`src/svts_pkg.sv`:
```
package svts_pkg;

    // Longest source that the offsets can count; offsets stop one below it.
    localparam int unsigned MAX_SCAN_BYTES = 65536;
    localparam int unsigned OFFSET_CAP_INT =
        ((MAX_SCAN_BYTES - 1) < 65535) ? (MAX_SCAN_BYTES - 1) : 65535;
    localparam logic [15:0] OFFSET_CAP = 16'(OFFSET_CAP_INT);

    localparam logic [15:0] MIN_VERSION_RESET = 16'd120;
    localparam int unsigned TOKEN_LEN = 8;
    localparam logic [2:0]  TOKEN_LAST = 3'(TOKEN_LEN - 1);

    // Configuration register indexes.
    localparam logic [1:0] REG_MIN_VERSION  = 2'd0;
    localparam logic [1:0] REG_FORCE_ENABLE = 2'd1;
    localparam logic [1:0] REG_FORCE_VALUE  = 2'd2;

    typedef enum logic [3:0] {
        MODE_BLANK  = 4'd0,
        MODE_LINE   = 4'd1,
        MODE_BLOCK  = 4'd2,
        MODE_MATCH  = 4'd3,
        MODE_SPACE  = 4'd4,
        MODE_SIGN   = 4'd5,
        MODE_DIGITS = 4'd6,
        MODE_DONE   = 4'd7,
        MODE_FAIL   = 4'd8
    } scan_mode_t;

    // Scan state carried from one byte to the next. The byte held for
    // lookahead is always a known character in the mode it is held in, so
    // only its valid flag is kept.
    typedef struct packed {
        scan_mode_t  mode;
        logic        held_valid;
        logic [15:0] byte_offset;
        logic [2:0]  match_index;
        logic [15:0] number_accum;
        logic        number_negative;
        logic [15:0] token_offset;
        logic        saturated;
    } scan_state_t;

    localparam scan_state_t SCAN_RESET = '{
        mode:            MODE_BLANK,
        held_valid:      1'b0,
        byte_offset:     16'd0,
        match_index:     3'd0,
        number_accum:    16'd0,
        number_negative: 1'b0,
        token_offset:    16'd0,
        saturated:       1'b0
    };

    // Characters of the version directive, by position.
    function automatic logic [7:0] token_char(input logic [2:0] idx);
        logic [7:0] c;
        case (idx)
            3'd0:    c = 8'h23; // '#'
            3'd1:    c = 8'h76; // 'v'
            3'd2:    c = 8'h65; // 'e'
            3'd3:    c = 8'h72; // 'r'
            3'd4:    c = 8'h73; // 's'
            3'd5:    c = 8'h69; // 'i'
            3'd6:    c = 8'h6F; // 'o'
            default: c = 8'h6E; // 'n'
        endcase
        return c;
    endfunction

endpackage

```
`src/svts_if.sv`:
```
interface svts_byte_if;
    logic       valid;
    logic       ready;
    logic [7:0] src_byte;
    logic       last;

    modport source (output valid, output src_byte, output last, input ready);
    modport sink   (input valid, input src_byte, input last, output ready);
endinterface

interface svts_result_if;
    logic        valid;
    logic        ready;
    logic [15:0] version;
    logic        version_line;
    logic        token_found;
    logic [15:0] blank_start;
    logic [15:0] blank_end;
    logic        overflow;

    modport source (
        output valid, output version, output version_line, output token_found,
        output blank_start, output blank_end, output overflow, input ready
    );
    modport sink (
        input valid, input version, input version_line, input token_found,
        input blank_start, input blank_end, input overflow, output ready
    );
endinterface

```
`src/shader_version_token_scanner.sv`:
```
// Channel  Dir  Fields                                              Word
// -------  ---  --------------------------------------------------  ---------------------
// src      in   src_byte[7:0], last                                 one source byte
// res      out  version[15:0], version_line, token_found,           one summary per source
//               blank_start[15:0], blank_end[15:0], overflow
// cfg      in   cfg_write, cfg_index[1:0], cfg_data[15:0]           one register write
//
// One source byte is taken every cycle while src is not stalled. The scan update for a
// byte is one pass through the step logic between the scan state register and the result
// register, so the summary is on res in the cycle after the byte that ends the source.
// Reset (rst_n low, asynchronous) clears the scan state, empties the result register and
// loads min_version with 120, force_enable and force_value with zero.
// src stalls only while a summary waits in the result register and res is not ready.
module shader_version_token_scanner (
    input  logic              clk,
    input  logic              rst_n,
    svts_byte_if.sink         src,
    svts_result_if.source     res,
    input  logic              cfg_write,
    input  logic [1:0]        cfg_index,
    input  logic [15:0]       cfg_data
);
    import svts_pkg::*;

    // Configuration registers.
    logic [15:0] min_version_reg;
    logic        force_enable_reg;
    logic [15:0] force_value_reg;

    // Scan state, and its value after the byte that is being accepted.
    scan_state_t scan_reg;
    scan_state_t scan_next;
    scan_state_t stepped;

    // Result register.
    logic        res_valid_reg;
    logic        res_valid_next;
    logic [15:0] version_reg;
    logic [15:0] version_next;
    logic        token_found_reg;
    logic        token_found_next;
    logic [15:0] blank_start_reg;
    logic [15:0] blank_start_next;
    logic [15:0] blank_end_reg;
    logic [15:0] blank_end_next;
    logic        overflow_reg;

    logic accept;
    logic src_end;
    logic byte_scanned;

    // A zero byte ends the source without being scanned itself.
    assign byte_scanned = (src.src_byte != 8'd0);
    assign src_end      = !byte_scanned || src.last;

    // The result register can be refilled in the same cycle it is emptied.
    assign src.ready = !res_valid_reg || res.ready;
    assign accept    = src.valid && src.ready;

    svts_scan_step u_step (
        .cur      (scan_reg),
        .src_byte (src.src_byte),
        .nxt      (stepped)
    );

    always_comb
    begin
        scan_state_t after;
        logic        found;

        after = byte_scanned ? stepped : scan_reg;
        found = (after.mode == MODE_DIGITS) || (after.mode == MODE_DONE);

        // Floor rule: a negative number never beats the floor.
        version_next = min_version_reg;
        if (found && !after.number_negative && after.number_accum > min_version_reg) begin
            version_next = after.number_accum;
        end
        if (force_enable_reg) begin
            version_next = force_value_reg;
        end

        token_found_next = found;
        blank_start_next = found ? after.token_offset : 16'd0;
        blank_end_next   = found ? after.byte_offset : 16'd0;

        // At the end of a source the scan returns to its reset state for the next one.
        scan_next = scan_reg;
        if (accept) begin
            scan_next = src_end ? SCAN_RESET : after;
        end

        res_valid_next = res_valid_reg && !res.ready;
        if (accept && src_end) begin
            res_valid_next = 1'b1;
        end
    end

    always_ff @(posedge clk or negedge rst_n)
    begin
        if (!rst_n) begin
            min_version_reg  <= MIN_VERSION_RESET;
            force_enable_reg <= 1'b0;
            force_value_reg  <= 16'd0;
        end else if (cfg_write) begin
            case (cfg_index)
                REG_MIN_VERSION:  min_version_reg  <= cfg_data;
                REG_FORCE_ENABLE: force_enable_reg <= cfg_data[0];
                REG_FORCE_VALUE:  force_value_reg  <= cfg_data;
                default:          min_version_reg  <= min_version_reg;
            endcase
        end
    end

    always_ff @(posedge clk or negedge rst_n)
    begin
        if (!rst_n) begin
            scan_reg      <= SCAN_RESET;
            res_valid_reg <= 1'b0;
        end else begin
            scan_reg      <= scan_next;
            res_valid_reg <= res_valid_next;
        end
    end

    // Result payload is loaded only with the word that ends a source.
    always_ff @(posedge clk)
    begin
        if (accept && src_end) begin
            version_reg     <= version_next;
            token_found_reg <= token_found_next;
            blank_start_reg <= blank_start_next;
            blank_end_reg   <= blank_end_next;
            overflow_reg    <= byte_scanned ? stepped.saturated : scan_reg.saturated;
        end
    end

    assign res.valid        = res_valid_reg;
    assign res.version      = version_reg;
    assign res.version_line = (version_reg != 16'd0);
    assign res.token_found  = token_found_reg;
    assign res.blank_start  = blank_start_reg;
    assign res.blank_end    = blank_end_reg;
    assign res.overflow     = overflow_reg;

`ifndef SYNTHESIS
    // The word that ends a source always leaves a summary behind.
    a_end_gives_result: assert property (@(posedge clk) disable iff (!rst_n)
        accept && src_end |=> res_valid_reg)
        else $error("source ended without a summary");

    // The scan starts over after every source.
    a_scan_cleared: assert property (@(posedge clk) disable iff (!rst_n)
        accept && src_end |=> scan_reg.mode == MODE_BLANK && scan_reg.byte_offset == 16'd0
            && !scan_reg.held_valid && !scan_reg.saturated)
        else $error("scan state not cleared after end of source");

    // A found token never ends before it begins.
    a_span_order: assert property (@(posedge clk) disable iff (!rst_n)
        res_valid_reg && token_found_reg |-> blank_end_reg >= blank_start_reg)
        else $error("blank span ends before it starts");
`endif

endmodule

```
`src/svts_scan_step.sv`:
```
module svts_scan_step (
    input  svts_pkg::scan_state_t cur,
    input  logic [7:0]            src_byte,
    output svts_pkg::scan_state_t nxt
);
    import svts_pkg::*;

    localparam logic [7:0] CH_TAB   = 8'h09;
    localparam logic [7:0] CH_LF    = 8'h0A;
    localparam logic [7:0] CH_VT    = 8'h0B;
    localparam logic [7:0] CH_FF    = 8'h0C;
    localparam logic [7:0] CH_CR    = 8'h0D;
    localparam logic [7:0] CH_SPACE = 8'h20;
    localparam logic [7:0] CH_STAR  = 8'h2A;
    localparam logic [7:0] CH_PLUS  = 8'h2B;
    localparam logic [7:0] CH_MINUS = 8'h2D;
    localparam logic [7:0] CH_SLASH = 8'h2F;
    localparam logic [7:0] CH_ZERO  = 8'h30;
    localparam logic [7:0] CH_NINE  = 8'h39;

    logic        is_digit;
    logic        is_blank;
    logic        is_num_space;
    logic [19:0] digit_sum;
    logic [15:0] digit_accum;
    logic        digit_sat;

    always_comb
    begin
        is_digit     = src_byte inside {[CH_ZERO:CH_NINE]};
        is_blank     = src_byte inside {CH_SPACE, CH_TAB, CH_CR, CH_LF};
        is_num_space = src_byte inside {CH_SPACE, CH_TAB, CH_LF, CH_VT, CH_FF, CH_CR};
    end

    // Accumulator times ten plus the digit, saturating at the 16-bit limit.
    always_comb
    begin
        digit_sum = {1'b0, cur.number_accum, 3'b000} + {3'b000, cur.number_accum, 1'b0}
                  + {16'd0, src_byte[3:0]};
        digit_sat = (digit_sum[19:16] != 4'd0);
        digit_accum = digit_sat ? 16'hFFFF : digit_sum[15:0];
    end

    always_comb
    begin
        nxt = cur;
        if (cur.mode == MODE_DONE || cur.mode == MODE_FAIL) begin
            nxt = cur;
        end else if (cur.mode == MODE_DIGITS && !is_digit) begin
            nxt.mode = MODE_DONE;
        end else begin
            if (cur.byte_offset < OFFSET_CAP) begin
                nxt.byte_offset = cur.byte_offset + 16'd1;
            end else begin
                nxt.saturated = 1'b1;
            end

            case (cur.mode)
                MODE_BLANK:
                begin
                    if (cur.held_valid) begin
                        nxt.held_valid = 1'b0;
                        if (src_byte == CH_STAR) begin
                            nxt.mode = MODE_BLOCK;
                        end else if (src_byte == CH_SLASH) begin
                            nxt.mode = MODE_LINE;
                        end else begin
                            nxt.mode = MODE_FAIL;
                        end
                    end else if (src_byte == CH_SLASH) begin
                        nxt.held_valid = 1'b1;
                    end else if (is_blank) begin
                        nxt.mode = MODE_BLANK;
                    end else if (src_byte == token_char(3'd0)) begin
                        nxt.mode         = MODE_MATCH;
                        nxt.match_index  = 3'd1;
                        nxt.token_offset = cur.byte_offset;
                    end else begin
                        nxt.mode = MODE_FAIL;
                    end
                end
                MODE_LINE:
                begin
                    if (src_byte == CH_LF) begin
                        nxt.mode = MODE_BLANK;
                    end
                end
                MODE_BLOCK:
                begin
                    if (cur.held_valid && src_byte == CH_SLASH) begin
                        nxt.held_valid = 1'b0;
                        nxt.mode       = MODE_BLANK;
                    end else begin
                        nxt.held_valid = (src_byte == CH_STAR);
                    end
                end
                MODE_MATCH:
                begin
                    if (src_byte == token_char(cur.match_index)) begin
                        if (cur.match_index == TOKEN_LAST) begin
                            nxt.match_index = 3'd0;
                            nxt.mode        = MODE_SPACE;
                        end else begin
                            nxt.match_index = cur.match_index + 3'd1;
                        end
                    end else begin
                        nxt.mode = MODE_FAIL;
                    end
                end
                MODE_SPACE:
                begin
                    if (is_num_space) begin
                        nxt.mode = MODE_SPACE;
                    end else if (src_byte == CH_PLUS || src_byte == CH_MINUS) begin
                        nxt.number_negative = (src_byte == CH_MINUS);
                        nxt.mode            = MODE_SIGN;
                    end else if (is_digit) begin
                        nxt.number_accum = digit_accum;
                        nxt.saturated    = nxt.saturated | digit_sat;
                        nxt.mode         = MODE_DIGITS;
                    end else begin
                        nxt.mode = MODE_FAIL;
                    end
                end
                MODE_SIGN:
                begin
                    if (is_digit) begin
                        nxt.number_accum = digit_accum;
                        nxt.saturated    = nxt.saturated | digit_sat;
                        nxt.mode         = MODE_DIGITS;
                    end else begin
                        nxt.mode = MODE_FAIL;
                    end
                end
                MODE_DIGITS:
                begin
                    nxt.number_accum = digit_accum;
                    nxt.saturated    = nxt.saturated | digit_sat;
                end
                default:
                begin
                    nxt.mode = MODE_FAIL;
                end
            endcase
        end
    end

endmodule

```
`src/flat_wrapper.sv`:
```
// flat-port wrapper written by rule: the top's interface ports become plain ports
module shader_version_token_scanner_flat import svts_pkg::*;
  (clk, rst_n, cfg_write, cfg_index, cfg_data, src_valid, src_src_byte, src_last, src_ready, res_valid, res_version, res_version_line, res_token_found, res_blank_start, res_blank_end, res_overflow, res_ready);
  svts_byte_if src_i ();
  svts_result_if res_i ();
  input  logic clk;
  input  logic rst_n;
  input  logic cfg_write;
  input  logic [1:0] cfg_index;
  input  logic [15:0] cfg_data;
  input wire logic [$bits(src_i.valid)-1:0] src_valid;
  input wire logic [$bits(src_i.src_byte)-1:0] src_src_byte;
  input wire logic [$bits(src_i.last)-1:0] src_last;
  output wire logic [$bits(src_i.ready)-1:0] src_ready;
  output wire logic [$bits(res_i.valid)-1:0] res_valid;
  output wire logic [$bits(res_i.version)-1:0] res_version;
  output wire logic [$bits(res_i.version_line)-1:0] res_version_line;
  output wire logic [$bits(res_i.token_found)-1:0] res_token_found;
  output wire logic [$bits(res_i.blank_start)-1:0] res_blank_start;
  output wire logic [$bits(res_i.blank_end)-1:0] res_blank_end;
  output wire logic [$bits(res_i.overflow)-1:0] res_overflow;
  input wire logic [$bits(res_i.ready)-1:0] res_ready;
  assign src_i.valid = src_valid;
  assign src_i.src_byte = src_src_byte;
  assign src_i.last = src_last;
  assign src_ready = src_i.ready;
  assign res_valid = res_i.valid;
  assign res_version = res_i.version;
  assign res_version_line = res_i.version_line;
  assign res_token_found = res_i.token_found;
  assign res_blank_start = res_i.blank_start;
  assign res_blank_end = res_i.blank_end;
  assign res_overflow = res_i.overflow;
  assign res_i.ready = res_ready;
  shader_version_token_scanner u_core (.clk(clk), .rst_n(rst_n), .src(src_i), .res(res_i), .cfg_write(cfg_write), .cfg_index(cfg_index), .cfg_data(cfg_data));
endmodule
```
`config.mk`:
```
export PLATFORM = sky130hd
export DESIGN_NAME = shader_version_token_scanner_flat
export DESIGN_NICKNAME = d
export VERILOG_FILES = /design/src/svts_pkg.sv /design/src/svts_if.sv /design/src/shader_version_token_scanner.sv /design/src/svts_scan_step.sv /design/src/flat_wrapper.sv
export SDC_FILE = /design/constraint.sdc
export NUM_CORES = 1
export LEC_CHECK = 0
export ABC_AREA = 1
export BUFFER_PORTS_ARGS = -buffer_cell sky130_fd_sc_hd__buf_2
export CORE_MARGIN = 2
export CORE_UTILIZATION = 55
export DETAILED_ROUTE_END_ITERATION = 10
export HOLD_SLACK_MARGIN = 0.06
export MAX_ROUTING_LAYER = met4
export PLACE_DENSITY = 0.86
export SKIP_LAST_GASP = 1
export SLEW_MARGIN = 20
export SYNTH_ARGS = -nofsm -noshare
export SYNTH_HDL_FRONTEND = slang
export SYNTH_HIERARCHICAL = 1
export SYNTH_SLANG_ARGS = --single-unit
export TNS_END_PERCENT = 10
```
`constraint.sdc`:
```
create_clock -name clk -period 5.9 [get_ports clk]
set_clock_uncertainty 0.15 [all_clocks]
set_input_delay 0.59 -clock clk [delete_from_list [all_inputs] [get_ports clk]]
set_output_delay 0.59 -clock clk [all_outputs]
set_load 0.005 [all_outputs]
```
Yosys cells after proc, flatten, opt, wreduce, memory -nomap -nowiden --
Index checks and enable logic that the tools add are counted.
Cells by class: muxes and demuxes 57, $add $sub $neg 4, bitwise logic cells 1, $lt $le $gt $ge 4, equal/unequal tests 38, reductions and logical operators 35
Operator list (number):
- $mux W16 | 11
- $mux W58 | 3
- $mux W54 | 1
- $mux W4 | 13
- $pmux W7 S7 | 1
- $eq A8 B6 Y1 const B | 6
- $pmux W16 S3 | 1
- $eq A8 B4 Y1 const B | 5
- $pmux W4 S7 | 1
- $eq A4 B3 Y1 const B | 6
- $mux W8 | 3
- $add A19 B17 Y20 | 1
- $add A20 B4 Y20 | 1
- $mux W3 | 6
- $mux W17 | 1
- $add A16 B1 Y16 const B | 1
- $gt A16 B16 Y1 | 1
- $lt A16 B16 Y1 const B | 1
- $reduce_bool A16 Y1 | 1
- $eq A3 B3 Y1 const B | 4
- $mux W1 | 12
- $ne A3 B2 Y1 const B | 4
- $reduce_and A10 Y1 | 1
- $eq A4 B2 Y1 const B | 2
- 30 further kinds | 52
Word-level totals: logic and storage cells 156, register bits 142, input port bits 32, output and inout port bits 53

Depth between registers and ports, before layout --
Gate-level depths: netlist (run 1).
word-level depth 20, mapped depth 34, depth with buffers taken out 32

By module --
The synthesis (run 1) kept the hierarchy.
By module, submodules not included:
- shader_version_token_scanner | area each 6615.1 um^2, sequential area each 3808.7 um^2, cells each 745, instances 1
- svts_scan_step | area each 3440.8 um^2, sequential area each 0.0 um^2, cells each 653, instances 1

Least setup slack after synthesis (run 1) --
No wires, ideal clock.
path type input-to-reg, from input src_src_byte[3], to register u_core.version_reg[2], in the netlist u_core/res.version[2], data pin, setup time 253 ps, path slack 1261 ps, data required time 5497 ps, cell stages on the path 29, data arrival time 4236 ps, path buffers 2, cell sequence inv_1 -> fa_1 -> fa_1 -> inv_1 -> nand2_1 -> nand2_1 -> nand3_1 -> nand2_1 -> nand2_1 -> nand3_1 -> nand2_1 -> nor2_2 -> buf_2 -> nand4_1 -> nand2_1 -> a21oi_1 -> inv_1 -> o21ai_0 -> ha_1 -> nand2_1 -> nor2_1 -> nand2_1 -> nand2_1 -> nand2_1 -> nand2_1 -> clkbuf_1 -> nand3_1 -> nand3_1 -> nand2_1
RTL lines:
- start: declaration | RTL line flat_wrapper.sv:12 | input wire logic [$bits(src_i.src_byte)-1:0] src_src_byte;
- end signal: assignment | RTL line shader_version_token_scanner.sv:130 | version_reg <= version_next;
- end: declaration | RTL line shader_version_token_scanner.sv:38 | logic [15:0] version_reg;

==> results_dict.tcl, run 1 <==
set metrics [dict create \
    yosysSeqAreaShare_pct 37.87 \
    clk-insertion-delay-late_ps 410 \
    layout.area.seq_sq_mm 0.003809 \
    crit_buf_inv 3 \
    final_area_sq_mm 0.01121 \
    p_comb_share_pct 13.5 \
    grt_max_degree 62 \
    irDropWorstVdd_mv 0.2369 \
    ios 85 \
    drtIter0Drc 989 \
    crit_type "register to register" \
    reg2reg_from "u_core/scan_reg[20]$_DFFE_PN0P_" \
    leakagePower_uw 0.005350 \
    dp_hpwl_microns 18020 \
    antenna_cells 0 \
    rows 49 \
    drv_cap 0 \
    postCtsSetupRepairBufs 0 \
    portBuffers 84 \
    layout-area-overhead-vs-synth_pct 11.45 \
    fp.dieH_microns 139.2 \
    routed_wl_microns 25710 \
    grt_pass1_vias 9248 \
    total_power_uw 2566 \
    slew_violations 0 \
    worstSetupPathDepth 27 \
    netlist_instances 1398 \
    powerDensity_mw_per_mm2 229.0 \
    cts-htree-levels 4 \
    ys_warn_count 6 \
    syn_area_per_cell_sq_um 7.193 \
    yosysUniqueCellTypes 46 \
    nets 1544 \
    crit_fanout 16 \
    antenna_found_initial 0 \
    slowest_stage "fa_1" \
    grt-ovfl-total 0 \
    fin_crit_sh_pct 87.68 \
    pwr-share-seq_pct 44.8 \
    die_area_sq_mm 0.01938 \
    tightest_slew_ps 964.4 \
    clock-root-buffer "clkbuf_16" \
    fillers 1517 \
    met2_usage_pct 48.17 \
    fp.dieW_microns 139.2 \
    wl_per_cell_microns 15.13 \
    hold_viol 0 \
    status "finished clean" \
    arrival_ps 5190 \
    cts_tree "done" \
    fin_util_pct 62.39 \
    syn_area_sq_mm 0.01006 \
    clkPwrFrac_pct 41.7 \
    multiInputGateArea_sq_mm 0.005210 \
    coreArea_sq_mm 0.01796 \
    drc 0 \
    grt.total_usage_pct 27.59 \
    p_switching_uw 703.8 \
    initial_core_util_pct 55.98 \
    slew_headroom_pct 35.55 \
    reg2regPathDepth 27 \
    path_clk_slew_ps 60 \
    via_count 9687 \
    gp_congestion 0.9156 \
    largest_reg_flops 58 \
    setup_viol 0 \
    endpoint_kind "register" \
    hold_depth 3 \
    use_met3_pct 4.370 \
    place_area_sq_mm 0.01058 \
    start_kind "register" \
    clock-sinks 142 \
    crit_family "simple AND/OR/NAND/NOR gates" \
    grt_pass1_wl_microns 43010 \
    drive_above_1_share_pct 11.63 \
    cell_internal_pwr_uw 1862 \
    fin_crit_ps 5173 \
    hold_path.class "input pin to register" \
    top_usage_layer "met2" \
    yosys_register_bits 142 \
    required_ps 5920 \
    max_freq_ghz 0.1933 \
    startpoint "u_core/scan_reg[20]$_DFFE_PN0P_" \
    switching_share_pct 27.43 \
    reg2reg_slack_ps 730 \
    fin_setup_tns_ps 0 \
    max_stage_delay_ps 520 \
    grt_setup_unrepaired "no" \
    ant_nets 0 \
    clock_path_buffers 2 \
    hp-start "cfg_data[4]" \
    synth_nets 1485 \
    cts_made_buffers 17 \
    drt-pass1-iter-count 6 \
    viasPerCell 5.702 \
    met1_usage_pct 32.14 \
]
[worst register-to-register path, stage by stage (launching register included)]
cell     delay, ps
dfrtp_1        420
inv_1          120
fa_1           520
fa_1           480
inv_1           70
nand2_1         40
nand2_1        110
nand3_1         90
nand2_1        120
nand2_1         90
nand3_1         90
nand2_1         90
nor2_4         320
nand3_1        130
a21oi_1        150
a21oi_1        100
inv_1           80
o21ai_0        120
ha_1           360
nand2_1         90
nor2_1          60
and2_1         150
nand3_1         80
nand3_1        140
nor2_4         360
nand3_1        200
nand3_1        130
nand2_1         60
[per-layer routing]
layer	vias up	wire, microns
li1	4689	-
met1	4495	10140
met2	427	13200
met3	76	1575
met4	0	793
met5	-	0
[cell usage in the layout (no fill, tap or decap), types with 50 or more instances in the layout]
master	instances
a21oi_1	57
dfrtp_1	88
ha_1	53
nand2_1	372
inv_1	212
nor2_1	100
edfxtp_1	50
o21ai_0	131
nand3_1	87
buf_2	83
[kinds of logic after synthesis]
group           synth area share [%]
compound gates                 13.29
xor+xnor                       2.177
fa+ha+maj                      6.993
buf+inv                        10.61
flops                          37.87
mux                           0.7838
simple gates                   28.27
[per-stage QoR]
stage / hold slack [ps] / instances / worst slack (ps)
floorplan: 144.4 / 1398 / 1261
global placement: 315.3 / 1666 / 415.2
detailed placement: 323.0 / 1666 / 205.7
CTS: 251.4 / 1699 / 441.5
global route: 282.3 / 1699 / 171.0
finish: 267.6 / 1699 / 727.1
[synth_stat cells (all sizes together)]
master	n	area share, %
a211oi	2	0.15
a21o	1	0.075
a21oi	58	3.0
a31oi	13	0.81
a32oi	1	0.087
and2	2	0.12
buf	21	1.3
clkbuf	31	1.2
clkinv	1	0.037
dfrtp	88	22
dfstp	4	1.0
edfxtp	50	15
fa	2	0.40
ha	53	6.6
inv	217	8.1
mux2	7	0.78
nand2	380	14
nand3	92	4.9
nand3b	3	0.22
nand4	28	1.7
nor2	119	5.3
nor3	20	1.1
nor3b	1	0.075
nor4	5	0.31
o2111ai	1	0.087
o211ai	2	0.15
o21ai	131	6.5
o21bai	2	0.15
o22ai	34	2.1
o31ai	2	0.15
or2	2	0.12
xnor2	7	0.61
xor2	18	1.6
[area by class of cell]
cell class	count	area share (%)
clock inverter	10	0.9043
inverter	218	7.302
multi-input combinational	986	46.49
timing repair buffer	92	4.332
sequential	142	33.98
clock buffer	22	4.432
tap	229	2.557
[power by group through the flow]
stage / Sequential (uW) / Clock [uW] / Combinational, uW
floorplan: 1150 / 0 / 232
global placement: 1160 / 0 / 321
detailed placement: 1160 / 0 / 334
CTS: 1150 / 1080 / 340
global route: 1150 / 1130 / 391
finish: 1150 / 1070 / 346
[final timing paths]
check	to
setup / recovery	u_core/res.version[14]$_DFFE_PP_
hold / removal	u_core/min_version_reg[4]$_DFFE_PN1P_
setup reg to reg	u_core/res.version[14]$_DFFE_PP_
hold reg to reg	u_core/min_version_reg[11]$_DFFE_PN0P_
max in group asynchronous	u_core/force_value_reg[8]$_DFFE_PN0P_
min in group asynchronous	u_core/scan_reg[38]$_DFFE_PN0P_
[what timing repair did]
| item | 4_1_cts | 5_1_grt |
|---|---|---|
| hold endpoints to repair | 31 | 0 |
| resized for setup | 0 | 3 |
| setup endpoints to repair | 0 | 16 |
| hold buffers | 1 | 0 |
Note: power is estimated with default switching activity, not from simulation.
==> run 2, diff against run 1 <==
- BUFFER_PORTS_ARGS: -buffer_cell sky130_fd_sc_hd__buf_2 -> -buffer_cell sky130_fd_sc_hd__buf_4
- CORE_ASPECT_RATIO: not set -> 1.2
==> results_dict.tcl, run 2 (synthesis gave the netlist of run 1 again) <==
set metrics [dict create \
    whs_ps 267.3 \
    grt_pass1_vias 9184 \
    grt-ovfl-total 0 \
    reg2reg_slack_ps 620 \
    slew_headroom_pct 28.36 \
    powerDensity_mw_per_mm2 225.0 \
    fp.dieH_microns 152.1 \
    fin_crit_ps 5275 \
    final.setup.worst_slack_ps 624.9 \
    fin_util_pct 63.34 \
    wl_per_cell_microns 15.45 \
    status "finished clean" \
    largest_reg_flops 58 \
    clock-sinks 142 \
    fin_setup_tns_ps 0 \
    drv_cap 0 \
    layout-area-overhead-vs-synth_pct 13.64 \
    clock_path_buffers 2 \
    cpMostUsedCell "nand2_1" \
    die_area_sq_mm 0.01939 \
    ios 85 \
    p_switching_uw 709.3 \
    grt_max_degree 55 \
    crit_end "u_core/res.version[2]$_DFFE_PP_" \
    clk-insertion-delay-late_ps 430 \
    grt_setup_unrepaired "no" \
    grt.total_usage_pct 27.51 \
    max_freq_ghz 0.1896 \
    cts-htree-levels 4 \
    dp_hpwl_microns 18640 \
    endpoint_kind "register" \
    clkPwrFrac_pct 40.9 \
    antenna_cells 0 \
    grt_pass1_wl_microns 42410 \
    drc 0 \
    pwr-share-seq_pct 44.8 \
    final_cell_mix "nand2_1, inv_1, o21ai_0, nor2_1, buf_4" \
    multiInputGateArea_sq_mm 0.005202 \
    setup_viol 0 \
    slew_violations 0 \
    fin_crit_sh_pct 89.41 \
    crit_fanout 16 \
    drtIter0Drc 894 \
    total_power_uw 2572 \
    dp_slack_ps 284.4 \
    hold_viol 0 \
    layout_commonest_cell "nand2_1" \
    start_kind "register" \
    max_stage_delay_ps 480 \
    crit_type "register to register" \
    clock-root-buffer "clkbuf_16" \
    nets 1549 \
    switching_share_pct 27.58 \
    ant_nets 0 \
    rows 54 \
    reg2reg_from "u_core/scan_reg[20]$_DFFE_PN0P_" \
    tightest_slew_ps 1072 \
    portBuffers 84 \
    fillers 1514 \
    drt-pass1-iter-count 7 \
    cts_made_buffers 17 \
    coreArea_sq_mm 0.01804 \
    hold_depth 3 \
    hold_path.class "input pin to register" \
    p_comb_share_pct 14.2 \
    leakagePower_uw 0.005430 \
    arrival_ps 5290 \
    path_clk_slew_ps 60 \
    antenna_found_initial 0 \
    gp_congestion 0.9427 \
    startpoint "u_core/scan_reg[20]$_DFFE_PN0P_" \
    cts_tree "done" \
    r2r_end "u_core/res.version[2]$_DFFE_PP_" \
    layout.area.seq_sq_mm 0.003809 \
    slowest_stage "fa_1" \
    fp.dieW_microns 127.4 \
    drive_above_1_share_pct 11.80 \
    initial_core_util_pct 55.74 \
    irDropWorstVdd_mv 0.3146 \
    routed_wl_microns 26260 \
    via_count 9708 \
    reg2regPathDepth 30 \
    viasPerCell 5.714 \
    postCtsSetupRepairBufs 0 \
    cell_internal_pwr_uw 1862 \
    required_ps 5910 \
]
run 2: final cells by class:
type / count / share of cell area, %
Clock buffer: 21 / 4.226
Clock inverter: 11 / 0.9088
Inverter: 218 / 7.161
Multi-Input combinational cell: 986 / 45.53
Sequential cell: 142 / 33.33
Tap cell: 224 / 2.453
Timing Repair Buffer: 97 / 6.394
run 2: per-layer routing:
layer | vias up | part of all wire (%) | global-route usage [%] | wire length [microns]
met3 | 100 | 4.2 | 3.556 | 1091
li1 | 4704 | - | - | -
met2 | 352 | 53 | 48.71 | 13960
met4 | 0 | 4.0 | 13.19 | 1038
met5 | - | 0 | - | 0
met1 | 4552 | 39 | 30.30 | 10160
run 2: worst min-delay path by stage:
stage / from / end / slack [ps]
2_1_floorplan: rst_n / u_core/force_enable_reg$_DFFE_PN0P_ / 140
3_3_place_gp: u_core/min_version_reg[8]$_DFFE_PN0P_ / u_core/min_version_reg[8]$_DFFE_PN0P_ / 320
3_5_place_dp: u_core/force_value_reg[14]$_DFFE_PN0P_ / u_core/force_value_reg[14]$_DFFE_PN0P_ / 330
4_1_cts: cfg_data[6] / u_core/min_version_reg[6]$_DFFE_PN1P_ / 260
5_1_grt: cfg_data[6] / u_core/min_version_reg[6]$_DFFE_PN1P_ / 280
6_report: cfg_data[6] / u_core/min_version_reg[6]$_DFFE_PN1P_ / 270
run 2: timing repair:
item                                    4_1_cts  5_1_grt
hold buffers                                  1        0
endpoints found under the setup margin        0       16
hold endpoints to repair                     43        0
resized for setup                             0        2
run 2: power groups by stage:
| stage | Combinational, uW | Sequential, uW | Clock [uW] |
|---|---|---|---|
| finish | 366 | 1150 | 1050 |
| global route | 403 | 1160 | 1100 |
| CTS | 360 | 1150 | 1060 |
| detailed placement | 352 | 1170 | 0 |
| global placement | 339 | 1160 | 0 |
| floorplan | 232 | 1150 | 0 |
run 2: worst max-delay path, delay by kind of cell, from the launching register on:
family | cells | cell delay (ps)
simple gates | 21 | 2370
fa+ha+maj | 3 | 1320
compound gates | 3 | 430
buf+inv | 3 | 310
flops | 1 | 430
run 2: through the flow:
stage | std cells | instance area (sq um)
5_1_grt | 1699 | 11430
2_1_floorplan | 1398 | 10060
3_5_place_dp | 1666 | 10820
4_1_cts | 1699 | 11410
6_report | 1699 | 11430
3_3_place_gp | 1666 | 10820
